File: src/phbc_pkg.sv
`timescale 1ns / 1ps

package phbc_pkg;

    // Input field widths
    localparam int CHAR_W = 8;
    localparam int PAIR_W = 2 * CHAR_W;
    localparam int REC_W  = 16;

    // Folding sum: sum stays below FOLD_MODULUS
    localparam int FOLD_MODULUS = 20000;
    localparam int SUM_W        = $clog2(FOLD_MODULUS);
    // Sum plus one pair, before reduction
    localparam int FOLD_W       = PAIR_W + 1;

    // Bucket store
    localparam int BUCKET_COUNT = 100;
    localparam int BKT_W        = $clog2(BUCKET_COUNT);
    localparam int MOD_D        = BUCKET_COUNT + 1;
    // Floor reciprocal of MOD_D scaled by 2^SUM_W; quotient estimate is low by at most one
    localparam int RECIP        = (1 << SUM_W) / MOD_D;

    // Hit counter
    localparam int HIT_W     = 15;
    localparam int HIT_LIMIT = (1 << HIT_W) - 1;

    // Queue between fold front and bucket back
    localparam int QUEUE_DEPTH = 4;
    localparam int QPTR_W      = $clog2(QUEUE_DEPTH);

    typedef struct packed {
        logic [SUM_W-1:0] sum;
        logic [REC_W-1:0] record_id;
    } key_item_t;

    typedef struct packed {
        logic [BKT_W-1:0] bucket;
        logic             newly_claimed;
        logic [REC_W-1:0] kept_record;
        logic [HIT_W-1:0] hit_count;
    } result_t;

    typedef enum logic [1:0] {
        BK_IDLE,
        BK_REM,
        BK_READ,
        BK_UPDATE
    } back_state_t;

endpackage

File: src/plate_fold_hash_bucket_counter.sv
`timescale 1ns / 1ps

// Folding hash with a bucket hit counter.
// Input stream: one character pair per transfer; tlast marks the final pair of a
// key. Pairs fold into a running sum modulo 20000 at one pair per cycle while
// the queue is not full. On the final pair the finished sum goes into a
// four-entry queue; the bucket side takes keys from it one at a time: remainder
// by reciprocal (quotient, then index), store read, update and result load.
// Output stream: one transfer per key. The bucket side handles one key at a time
// through its four-step sequence and takes no new key before the last is done;
// keys of four or more pairs flow at one pair per cycle while the output is not
// stalled, shorter keys are limited by the bucket side's sequence per key.
// A stalled output holds its result; the bucket side waits on it, the queue fills
// and s_axis_tready drops only when the queue is full.
// Reset clears the running sum, the queue, the occupied marks and the output.
// Unoccupied buckets read as zero hits, so no clearing pass is needed.
module plate_fold_hash_bucket_counter
(
    input  logic        clk,
    input  logic        rst_n,
    input  logic        s_axis_tvalid,
    output logic        s_axis_tready,
    // [7:0] char_high, [15:8] char_low, [31:16] record_id
    input  logic [31:0] s_axis_tdata,
    input  logic        s_axis_tlast,
    output logic        m_axis_tvalid,
    input  logic        m_axis_tready,
    // [6:0] bucket, [22:7] kept_record, [37:23] hit_count, [39:38] zero
    output logic [39:0] m_axis_tdata,
    // [0] newly_claimed
    output logic        m_axis_tuser
);

    phbc_pkg::key_item_t push_data;
    phbc_pkg::key_item_t pop_data;
    phbc_pkg::result_t   result;
    logic                push;
    logic                pop;
    logic                full;
    logic                empty;

    phbc_front u_front
    (
        .clk        (clk),
        .rst_n      (rst_n),
        .in_valid   (s_axis_tvalid),
        .in_ready   (s_axis_tready),
        .char_high  (s_axis_tdata[7:0]),
        .char_low   (s_axis_tdata[15:8]),
        .record_id  (s_axis_tdata[31:16]),
        .last_pair  (s_axis_tlast),
        .queue_full (full),
        .queue_push (push),
        .queue_data (push_data)
    );

    phbc_fifo u_fifo
    (
        .clk       (clk),
        .rst_n     (rst_n),
        .push      (push),
        .push_data (push_data),
        .full      (full),
        .pop       (pop),
        .pop_data  (pop_data),
        .empty     (empty)
    );

    phbc_back u_back
    (
        .clk         (clk),
        .rst_n       (rst_n),
        .queue_empty (empty),
        .queue_data  (pop_data),
        .queue_pop   (pop),
        .out_valid   (m_axis_tvalid),
        .out_ready   (m_axis_tready),
        .out_data    (result)
    );

    assign m_axis_tdata = {2'b00, result.hit_count, result.kept_record, result.bucket};
    assign m_axis_tuser = result.newly_claimed;

endmodule

File: src/phbc_fifo.sv
`timescale 1ns / 1ps

module phbc_fifo
(
    input  logic                 clk,
    input  logic                 rst_n,
    input  logic                 push,
    input  phbc_pkg::key_item_t  push_data,
    output logic                 full,
    input  logic                 pop,
    output phbc_pkg::key_item_t  pop_data,
    output logic                 empty
);

    phbc_pkg::key_item_t           entry_reg [phbc_pkg::QUEUE_DEPTH];
    logic [phbc_pkg::QPTR_W-1:0]   wr_ptr_reg;
    logic [phbc_pkg::QPTR_W-1:0]   rd_ptr_reg;
    logic [phbc_pkg::QPTR_W:0]     count_reg;
    logic [phbc_pkg::QPTR_W:0]     count_next;
    logic                          do_push;
    logic                          do_pop;

    assign full     = (count_reg == (phbc_pkg::QPTR_W + 1)'(phbc_pkg::QUEUE_DEPTH));
    assign empty    = (count_reg == '0);
    assign do_push  = push && !full;
    assign do_pop   = pop && !empty;
    assign pop_data = entry_reg[rd_ptr_reg];

    always_comb
    begin
        count_next = count_reg;
        if (do_push && !do_pop)
        begin
            count_next = count_reg + 1'b1;
        end
        else if (do_pop && !do_push)
        begin
            count_next = count_reg - 1'b1;
        end
    end

    always_ff @(posedge clk or negedge rst_n)
    begin
        if (!rst_n)
        begin
            wr_ptr_reg <= '0;
            rd_ptr_reg <= '0;
            count_reg  <= '0;
        end
        else
        begin
            count_reg <= count_next;
            if (do_push)
            begin
                wr_ptr_reg <= wr_ptr_reg + 1'b1;
            end
            if (do_pop)
            begin
                rd_ptr_reg <= rd_ptr_reg + 1'b1;
            end
        end
    end

    always_ff @(posedge clk)
    begin
        if (do_push)
        begin
            entry_reg[wr_ptr_reg] <= push_data;
        end
    end

endmodule

File: src/phbc_front.sv
`timescale 1ns / 1ps

module phbc_front
(
    input  logic                          clk,
    input  logic                          rst_n,
    input  logic                          in_valid,
    output logic                          in_ready,
    input  logic [phbc_pkg::CHAR_W-1:0]   char_high,
    input  logic [phbc_pkg::CHAR_W-1:0]   char_low,
    input  logic [phbc_pkg::REC_W-1:0]    record_id,
    input  logic                          last_pair,
    input  logic                          queue_full,
    output logic                          queue_push,
    output phbc_pkg::key_item_t           queue_data
);

    localparam logic [phbc_pkg::FOLD_W-1:0] M1 = phbc_pkg::FOLD_W'(phbc_pkg::FOLD_MODULUS);
    localparam logic [phbc_pkg::FOLD_W-1:0] M2 = phbc_pkg::FOLD_W'(2 * phbc_pkg::FOLD_MODULUS);
    localparam logic [phbc_pkg::FOLD_W-1:0] M3 = phbc_pkg::FOLD_W'(3 * phbc_pkg::FOLD_MODULUS);
    localparam logic [phbc_pkg::FOLD_W-1:0] M4 = phbc_pkg::FOLD_W'(4 * phbc_pkg::FOLD_MODULUS);

    logic [phbc_pkg::SUM_W-1:0]  sum_reg;
    logic [phbc_pkg::SUM_W-1:0]  sum_next;
    logic [phbc_pkg::FOLD_W-1:0] total;
    logic [phbc_pkg::FOLD_W-1:0] reduced;
    logic                        take;

    assign in_ready = !queue_full;
    assign take     = in_valid && in_ready;

    // Sum plus a pair is below five moduli: pick the largest multiple that fits
    always_comb
    begin
        total = phbc_pkg::FOLD_W'(sum_reg) + phbc_pkg::FOLD_W'({char_high, char_low});
        if (total >= M4)
        begin
            reduced = total - M4;
        end
        else if (total >= M3)
        begin
            reduced = total - M3;
        end
        else if (total >= M2)
        begin
            reduced = total - M2;
        end
        else if (total >= M1)
        begin
            reduced = total - M1;
        end
        else
        begin
            reduced = total;
        end
    end

    always_comb
    begin
        sum_next = sum_reg;
        if (take)
        begin
            sum_next = last_pair ? '0 : reduced[phbc_pkg::SUM_W-1:0];
        end
    end

    assign queue_push           = take && last_pair;
    assign queue_data.sum       = reduced[phbc_pkg::SUM_W-1:0];
    assign queue_data.record_id = record_id;

    always_ff @(posedge clk or negedge rst_n)
    begin
        if (!rst_n)
        begin
            sum_reg <= '0;
        end
        else
        begin
            sum_reg <= sum_next;
        end
    end

endmodule

File: src/phbc_back.sv
`timescale 1ns / 1ps

module phbc_back
(
    input  logic                  clk,
    input  logic                  rst_n,
    input  logic                  queue_empty,
    input  phbc_pkg::key_item_t   queue_data,
    output logic                  queue_pop,
    output logic                  out_valid,
    input  logic                  out_ready,
    output phbc_pkg::result_t     out_data
);

    localparam int SUM_W = phbc_pkg::SUM_W;
    localparam int BKT_W = phbc_pkg::BKT_W;
    localparam int REC_W = phbc_pkg::REC_W;
    localparam int HIT_W = phbc_pkg::HIT_W;

    typedef struct packed {
        logic [REC_W-1:0] record_id;
        logic [HIT_W-1:0] hits;
    } entry_t;

    phbc_pkg::back_state_t state_reg;
    phbc_pkg::back_state_t state_next;

    entry_t                          store_mem [phbc_pkg::BUCKET_COUNT];
    logic [phbc_pkg::BUCKET_COUNT-1:0] occupied_reg;

    logic [SUM_W-1:0]   sum_reg;
    logic [REC_W-1:0]   record_reg;
    logic [SUM_W-1:0]   quot_reg;
    logic [BKT_W-1:0]   idx_reg;
    entry_t             rd_data_reg;
    logic               occ_reg;
    logic               out_valid_reg;
    phbc_pkg::result_t  out_data_reg;

    logic [2*SUM_W-1:0] quot_full;
    logic [2*SUM_W-1:0] back_full;
    logic [SUM_W-1:0]   rem_raw;
    logic [SUM_W-1:0]   rem_fix;
    logic [BKT_W-1:0]   idx_calc;

    logic               load_key;
    logic               load_idx;
    logic               do_read;
    logic               do_update;
    logic               out_free;

    entry_t             upd_entry;
    logic [HIT_W-1:0]   hits_old;
    phbc_pkg::result_t  upd_result;

    assign out_free = !out_valid_reg || out_ready;

    // Next state and step strobes
    always_comb
    begin
        state_next = state_reg;
        load_key   = 1'b0;
        load_idx   = 1'b0;
        do_read    = 1'b0;
        do_update  = 1'b0;
        case (state_reg)
            phbc_pkg::BK_IDLE:
            begin
                if (!queue_empty)
                begin
                    load_key   = 1'b1;
                    state_next = phbc_pkg::BK_REM;
                end
            end
            phbc_pkg::BK_REM:
            begin
                load_idx   = 1'b1;
                state_next = phbc_pkg::BK_READ;
            end
            phbc_pkg::BK_READ:
            begin
                do_read    = 1'b1;
                state_next = phbc_pkg::BK_UPDATE;
            end
            phbc_pkg::BK_UPDATE:
            begin
                if (out_free)
                begin
                    do_update  = 1'b1;
                    state_next = phbc_pkg::BK_IDLE;
                end
            end
            default:
            begin
                state_next = phbc_pkg::BK_IDLE;
            end
        endcase
    end

    assign queue_pop = load_key;

    // Quotient estimate by the reciprocal, registered before the back multiply
    assign quot_full = (2 * SUM_W)'(queue_data.sum) * (2 * SUM_W)'(phbc_pkg::RECIP);

    // Remainder modulo MOD_D with one correction, then fold MOD_D-1 onto zero
    always_comb
    begin
        back_full = (2 * SUM_W)'(quot_reg) * (2 * SUM_W)'(phbc_pkg::MOD_D);
        rem_raw   = sum_reg - back_full[SUM_W-1:0];
        if (rem_raw >= SUM_W'(phbc_pkg::MOD_D))
        begin
            rem_fix = rem_raw - SUM_W'(phbc_pkg::MOD_D);
        end
        else
        begin
            rem_fix = rem_raw;
        end
        if (rem_fix == SUM_W'(phbc_pkg::BUCKET_COUNT))
        begin
            idx_calc = '0;
        end
        else
        begin
            idx_calc = rem_fix[BKT_W-1:0];
        end
    end

    // An empty bucket reads as zero hits and takes the new record
    always_comb
    begin
        hits_old            = occ_reg ? rd_data_reg.hits : '0;
        upd_entry.record_id = occ_reg ? rd_data_reg.record_id : record_reg;
        if (hits_old == HIT_W'(phbc_pkg::HIT_LIMIT))
        begin
            upd_entry.hits = hits_old;
        end
        else
        begin
            upd_entry.hits = hits_old + 1'b1;
        end
        upd_result.bucket        = idx_reg;
        upd_result.newly_claimed = !occ_reg;
        upd_result.kept_record   = upd_entry.record_id;
        upd_result.hit_count     = upd_entry.hits;
    end

    always_ff @(posedge clk or negedge rst_n)
    begin
        if (!rst_n)
        begin
            state_reg     <= phbc_pkg::BK_IDLE;
            occupied_reg  <= '0;
            out_valid_reg <= 1'b0;
        end
        else
        begin
            state_reg <= state_next;
            if (do_update)
            begin
                occupied_reg[idx_reg] <= 1'b1;
                out_valid_reg         <= 1'b1;
            end
            else if (out_ready)
            begin
                out_valid_reg <= 1'b0;
            end
        end
    end

    always_ff @(posedge clk)
    begin
        if (load_key)
        begin
            sum_reg    <= queue_data.sum;
            record_reg <= queue_data.record_id;
            quot_reg   <= quot_full[2*SUM_W-1:SUM_W];
        end
        if (load_idx)
        begin
            idx_reg <= idx_calc;
        end
        if (do_read)
        begin
            rd_data_reg <= store_mem[idx_reg];
            occ_reg     <= occupied_reg[idx_reg];
        end
        if (do_update)
        begin
            store_mem[idx_reg] <= upd_entry;
            out_data_reg       <= upd_result;
        end
    end

    assign out_valid = out_valid_reg;
    assign out_data  = out_data_reg;

    a_hit_nonzero: assert property (@(posedge clk) disable iff (!rst_n)
        out_valid_reg |-> (out_data_reg.hit_count != '0))
        else $error("result with zero hit count");

    a_claim_first_hit: assert property (@(posedge clk) disable iff (!rst_n)
        (out_valid_reg && out_data_reg.newly_claimed) |-> (out_data_reg.hit_count == HIT_W'(1)))
        else $error("claimed bucket with hit count other than one");

    a_bucket_range: assert property (@(posedge clk) disable iff (!rst_n)
        out_valid_reg |-> (out_data_reg.bucket < BKT_W'(phbc_pkg::BUCKET_COUNT)))
        else $error("bucket index out of range");

    a_read_then_update: assert property (@(posedge clk) disable iff (!rst_n)
        (state_reg == phbc_pkg::BK_READ) |=> (state_reg == phbc_pkg::BK_UPDATE))
        else $error("read not followed by update");

endmodule
File: config.mk
export PLATFORM = sky130hd
export DESIGN_NAME = plate_fold_hash_bucket_counter
export DESIGN_NICKNAME = d
export VERILOG_FILES = /design/src/phbc_pkg.sv /design/src/plate_fold_hash_bucket_counter.sv /design/src/phbc_fifo.sv /design/src/phbc_front.sv /design/src/phbc_back.sv
export SDC_FILE = /design/constraint.sdc
export NUM_CORES = 2
export LEC_CHECK = 0
export ABC_AREA = 1
export BUFFER_PORTS_ARGS = -buffer_cell sky130_fd_sc_hd__buf_2
export CORE_ASPECT_RATIO = 0.5
export CORE_MARGIN = 1.5
export CORE_UTILIZATION = 45
export CTS_CLUSTER_DIAMETER = 100
export DETAILED_ROUTE_END_ITERATION = 10
export HOLD_SLACK_MARGIN = 0.12
export PLACE_DENSITY = 0.68
export SYNTH_ARGS = -nofsm -noshare
export SYNTH_HDL_FRONTEND = slang
export SYNTH_HIERARCHICAL = 1
export SYNTH_SLANG_ARGS = --single-unit
File: constraint.sdc
create_clock -name clk -period 8.4 [get_ports clk]
set_input_delay 0.84 -clock clk [delete_from_list [all_inputs] [get_ports clk]]
set_output_delay 0.84 -clock clk [all_outputs]
set_load 0.01 [all_outputs]
# Word-level counts from Yosys, hierarchy flattened
# Memory sizes are Yosys's and may differ from the RTL's. A register that Yosys moved wholly into a read port is not among the register bits.
# Cells that the tools add are included.
[op_classes] muxes=30 reduce_logical=19 n_eq_ne=8 n_lt_le_gt_ge=7 multipliers=2 n_addsub=12 div_mod_pow=0 shift=0 bitwise_logic=1
[ops] cell="$mux W15" count=8
[ops] cell="$or A100 B100 Y100" count=1
[ops] cell="$ge A17 B16 Y1 const B" count=2
[ops] cell="$sub A15 B15 Y15 const B" count=2
[ops] cell="$mul A15 B7 Y22 const B" count=1
[ops] cell="$add A15 B16 Y17" count=1
[ops] cell="$ge A17 B15 Y1 const B" count=1
[ops] cell="$ge A17 B17 Y1 const B" count=1
[ops] cell="$mux W16" count=1
[ops] cell="$add A15 B1 Y15 const B" count=1
[ops] cell="$eq A15 B15 Y1 const B" count=1
[ops] cell="$eq A15 B7 Y1 const B" count=1
[ops] cell="$ge A15 B7 Y1 const B" count=1
[ops] cell="$mul A9 B7 Y15 const B" count=1
[ops] cell="$sub A15 B13 Y15 const B" count=1
[ops] cell="$sub A15 B14 Y15 const B" count=1
[ops] cell="$sub A15 B15 Y15" count=1
[ops] cell="$sub A15 B7 Y15 const B" count=1
[ops] cell="$mux W1" count=14
[ops] cell="$lt A7 B8 Y1 const B" count=1
[ops] cell="$pmux W2 S4" count=1
[ops] cell="$bmux W1 S7" count=1
[ops] cell="$demux W1 S7" count=1
[ops] cell="$ge A7 B1 Y1 const B" count=1
[ops] cell="other kinds (17)" count=33
[totals] latch_bits=0 ramBits=3224 rom_bits=0 out_inout_bits=43 n_memories=2 regBits=212 in_bits=37 elab_cells=97
[mem_list] memory="u_back.store_mem" words=100 word_bits=31 read_ports=1 rd_ports_with_merged_regs=1 write_ports=1 line_no="phbc_back.sv:28" rtl="entry_t store_mem [phbc_pkg::BUCKET_COUNT];"
[mem_list] memory="u_fifo.entry_reg" words=4 word_bits=31 read_ports=1 rd_ports_with_merged_regs=0 write_ports=1 line_no="phbc_fifo.sv:15" rtl="phbc_pkg::key_item_t entry_reg [phbc_pkg::QUEUE_DEPTH];"

# Logic depth before layout (Yosys ltp)
[depth] depth_word=9 mapped_depth=29 mapped_depth_nobuf=29

# Modules after synthesis
# The synthesis kept the hierarchy.
[by_module_without_submodules] mod="phbc_back" area_each_um2=125960.8 cells_each=8165 seq_area_each_um2=99210.2 n_inst=1
[by_module_without_submodules] mod="phbc_fifo" area_each_um2=5662.9 cells_each=423 seq_area_each_um2=3898.7 n_inst=1
[by_module_without_submodules] mod="phbc_front" area_each_um2=3244.4 cells_each=567 seq_area_each_um2=375.4 n_inst=1
[by_module_without_submodules] mod="plate_fold_hash_bucket_counter" area_each_um2=18.8 cells_each=3 seq_area_each_um2=0.0 n_inst=1

# Least setup slack after synthesis
# No wires, ideal clock.
[synth_path] path_type="reg-to-reg" startpoint="register u_back.occ_reg" endpoint="register u_back.out_data_reg, in the netlist u_back/out_data[1] (data pin)" setup_ps=989 required_time_ps=7411 n_path_buf=1 setup_slack_ps=1839 arrival_ps=5572 period_less_slack_ps=6561 stages_incl_launch_ff=11 path_cell_list="edfxtp_1 buf_2 nand2_1 inv_1 ha_1 nand2_1 nor2_1 nand3_1 nor3_1 nand4_1 o21ai_0"
[synth_lines] item="start, declared" line_no="phbc_back.sv:36" rtl="logic occ_reg;"
[synth_lines] item="start signal, assigned" line_no="phbc_back.sv:185" rtl="occ_reg <= occupied_reg[idx_reg];"
[synth_lines] item="end signal, assigned" line_no="phbc_back.sv:190" rtl="out_data_reg <= upd_result;"
[synth_lines] item="end, declared" line_no="phbc_back.sv:38" rtl="phbc_pkg::result_t out_data_reg;"

==> metrics.md <==
| Metric | Value |
|---|---|
| P_sw | `~29 mW` |
| Critical Path Source | `u_back/occ_reg` |
| Fin. Hold Viols | `0` |
| Die Span X | `777 um` |
| Hold_sp | `s_axis_tdata[17]` |
| Avg Cell Area, Syn | `14.7 sq um` |
| Starting Density | `~45%` |
| Global-route wire length before repair | `approximately 570 mm` |
| Top Ports | `80` |
| Fin Clk Skew | `a little over 70 ps` |
| Root buffer cell | `clkbuf_16` |
| Drt via density | `just over 6` |
| Clock Latency Late Sink | `approximately 880 ps` |
| Vias in the first global route | `about 77,000` |
| Most common cell after layout, fill and taps aside | `edfxtp_1` |
| Finished Cell Area | `151,000 sq um` |
| Routability cong. | `approximately 0.92` |
| Slew margin rel. | `under 10%` |
| Post-CTS resize count | `0` |
| Core area | `297,000 sq um` |
| Synth warn | `6` |
| Routed wire length | `400 mm` |
| Initial antenna violation count | `36` |
| Final nets | `~9,500` |
| H-tree depth | `5` |
| Setup TNS | `0 ps` |
| Final Setup Violations | `0` |
| Cell area power density | `447 nW/um^2` |
| Least-Margin Pin Slew | `approximately 1400 ps` |
| Iter 0 DRT Violations | `between 10,000 and 15,000` |
| I/O Buffers | `77` |
| Post-CTS Setup Repair Bufs | `0` |
| Wire length per cell | `29.5 um` |
| #FFs+latches synth | `3,467` |
| Crit Path Category | `register to register` |
| Maximum buffer depth of the clock tree | `4` |
| CP Launch Type | `register` |
| # rows | `around 140` |
| Gr usage total | `25.7%` |
| Post-synth EDFFs | `3,342` |
| Final Non-Filler Cells | `approximately 14,000` |
| Synth Flop Type | `edfxtp_1` |
| Max reg flops | `between 3,000 and 4,000` |
| Largest net degree at the start of global routing | `around 120` |
| CTS tree | `built` |
| Lkg Pwr | `~50 nW` |
| Drt first pass iters | `8` |
| Outcome | `finished, final reports clean` |
| Combinational power share | `between 40 and 50%` |
| Worst hold slack | `approximately 220 ps` |
| Clk pwr share | `between 20% and 30%` |
| Flop pwr share | `a little over a third` |
| Seq/Total Area, Yosys | `roughly 77%` |
| Remaining global-route overflow | `0` |
| Dpl cells | `roughly 13,000` |
| Int Pwr | `roughly 40 mW` |
| CTS sink count | `approximately 3,500` |
| Post-route minimum period | `5420 ps` |
| Layout cell share with drive strength beyond 1 | `a little under an eighth` |
| Fillcell total | `around 24,000` |
| Final Max Slew Viols | `0` |
| F_max | `around 180 MHz` |
| Clock Pin Slew Worst Setup and Hold Paths | `70 ps` |
| Hold WC Path Type | `primary input to register` |
| Commonest cells after routing, fill and taps aside | `3,342 x edfxtp_1, 1,956 x nand2_1, 442 x inv_1, 421 x a22oi_1, 405 x nand4_1` |
| Crit path DAT | `between 5000 and 6000 ps` |
| Worst setup EP type | `register` |
| Final worst-path cycle share | `64.5%` |
| DRC | `0` |
| Area Overhead vs Synth | `12.2%` |
| Tot Pwr | `~68 mW` |
| Worst vdd ir | `just over 0.9 mV` |
| Switching share of power | `between 40% and 50%` |
| Die area | `between 300,000 and 400,000 sq um` |
| Routed Antenna Nets | `0` |
| Vias | `about 83,000` |
| Asr flop ratio synth | `around 3.6%` |
| DP HPWL | `around 220 mm` |
| Crit Path Max Fanout | `61` |
| CTS buffer count | `between 300 and 400` |
| Post-synth cell types | `between 60 and 70` |
| Synthesized area | `roughly 130,000 sq um` |
| Crit path required time | `between 8000 and 9000 ps` |
| DP Area | `between 100,000 and 150,000 sq um` |
| Syn Inst Count | `9,158` |
| RSZ-0062 raised after global routing | `no` |
| Maxcap violations | `0` |
| R2R Path Start | `u_back/occ_reg` |
| Die height | `between 300 and 400 um` |
-- worst max-delay path: stages, from the launching register on --
cell and delay, ps:
edfxtp_1 510, buf_4 300, nand2_1 240, nor2_1 110, nand3_1 110, nor3_1 80, nand2_1 100, nor2_2 70
nand2_1 110, nand3b_1 210, nor2_1 360, nand2_1 100, nor2_1 230, inv_1 100, nor3_1 510, nand3_1 310
xor2_4 940, buf_4 670
-- cells in the mapped netlist, types with 18 or more instances --
cell type / n / area, sq um
xor2_1: 28 / 245
clkbuf_1: 237 / 890
nor2_1: 256 / 961
inv_2: 39 / 146
buf_1: 78 / 293
inv_1: 445 / 1670
fa_1: 30 / 601
ha_1: 140 / 1750
dfrtp_1: 125 / 3130
edfxtp_1: 3342 / 100000
nand3_1: 180 / 901
o21ai_0: 220 / 1100
buf_4: 23 / 173
o211ai_2: 49 / 613
nand2_2: 51 / 319
a22o_1: 269 / 2360
nand2_1: 1981 / 7440
o22ai_1: 57 / 357
a21oi_1: 83 / 415
a22oi_1: 421 / 3160
nand4_1: 405 / 2530
buf_2: 119 / 596
or2_2: 44 / 275
a221oi_1: 338 / 2960
o211ai_1: 18 / 135
-- timing repair --
| action | 4_1_cts | 5_1_grt |
|---|---|---|
| endpoints found under the hold margin | 66 | 0 |
| hold buffers | 1 | 0 |
| setup endpoints to repair | 0 | 0 |
-- power groups by stage --
stage | Combinational (mW) | Clock [mW] | Sequential [mW]
after floorplan | 18.1 | 0 | 24.0
after global placement | 29.2 | 0 | 23.8
after detailed placement | 29.3 | 0 | 23.8
after CTS | 29.4 | 14.4 | 23.4
after global routing | 32.5 | 15.1 | 23.5
final | 29.9 | 14.3 | 23.4
-- through the flow --
step                worst slack, ps  util (%)
floorplan                      1840         -
global placement               3190      47.6
detailed placement             3160      47.6
CTS                            3140      51.0
global route                   2710      51.0
finish                         2980      51.0
-- routing by layer --
layer  vias to the layer above  global-route usage (%)  share of wire (%)
li1                      34900                       -                  -
met1                     41900                    36.7                 39
met2                      5537                    37.8                 44
met3                       656                    8.12                 14
met4                        14                    7.76                3.3
met5                         -                       0              0.029
-- logic make-up after synthesis --
group / after synthesis / synth area share, %
AOI/OAI and AO/OA: 1534 / 8.71
xor gates and xnor gates: 40 / 0.265
adders and majority gates: 170 / 1.74
buffers and inverters: 961 / 2.96
DFF: 3467 / 76.7
other: 1 / 0.00278
and+or+nand+nor: 2985 / 9.60
-- final cells by class --
type | count | area (sq um) | area share [%]
well taps | 4004 | 5010 | 3.31
repair buffers | 303 | 2250 | 1.49
clock inverters | 166 | 1640 | 1.09
multi-input cells | 4731 | 28600 | 18.9
inverters | 490 | 1900 | 1.26
flip-flops and latches | 3467 | 103000 | 68.4
diodes | 11 | 27.5 | 0.0182
clock buffers | 398 | 8420 | 5.56
-- worst paths after layout --
path,endpoint,slack (ps),depth (start not counted)
setup reg to reg,u_back/store_mem[8][13],2980,17
min in group asynchronous,u_back/occupied_reg[11],700,2
setup / recovery,u_back/store_mem[8][13],2980,17
hold / removal,u_fifo/entry_reg[0][1],220,1
max in group asynchronous,u_fifo/count_reg[0],6190,3
hold reg to reg,u_back/occupied_reg[9],460,2
No activity file was read; power rests on OpenSTA's default activity.
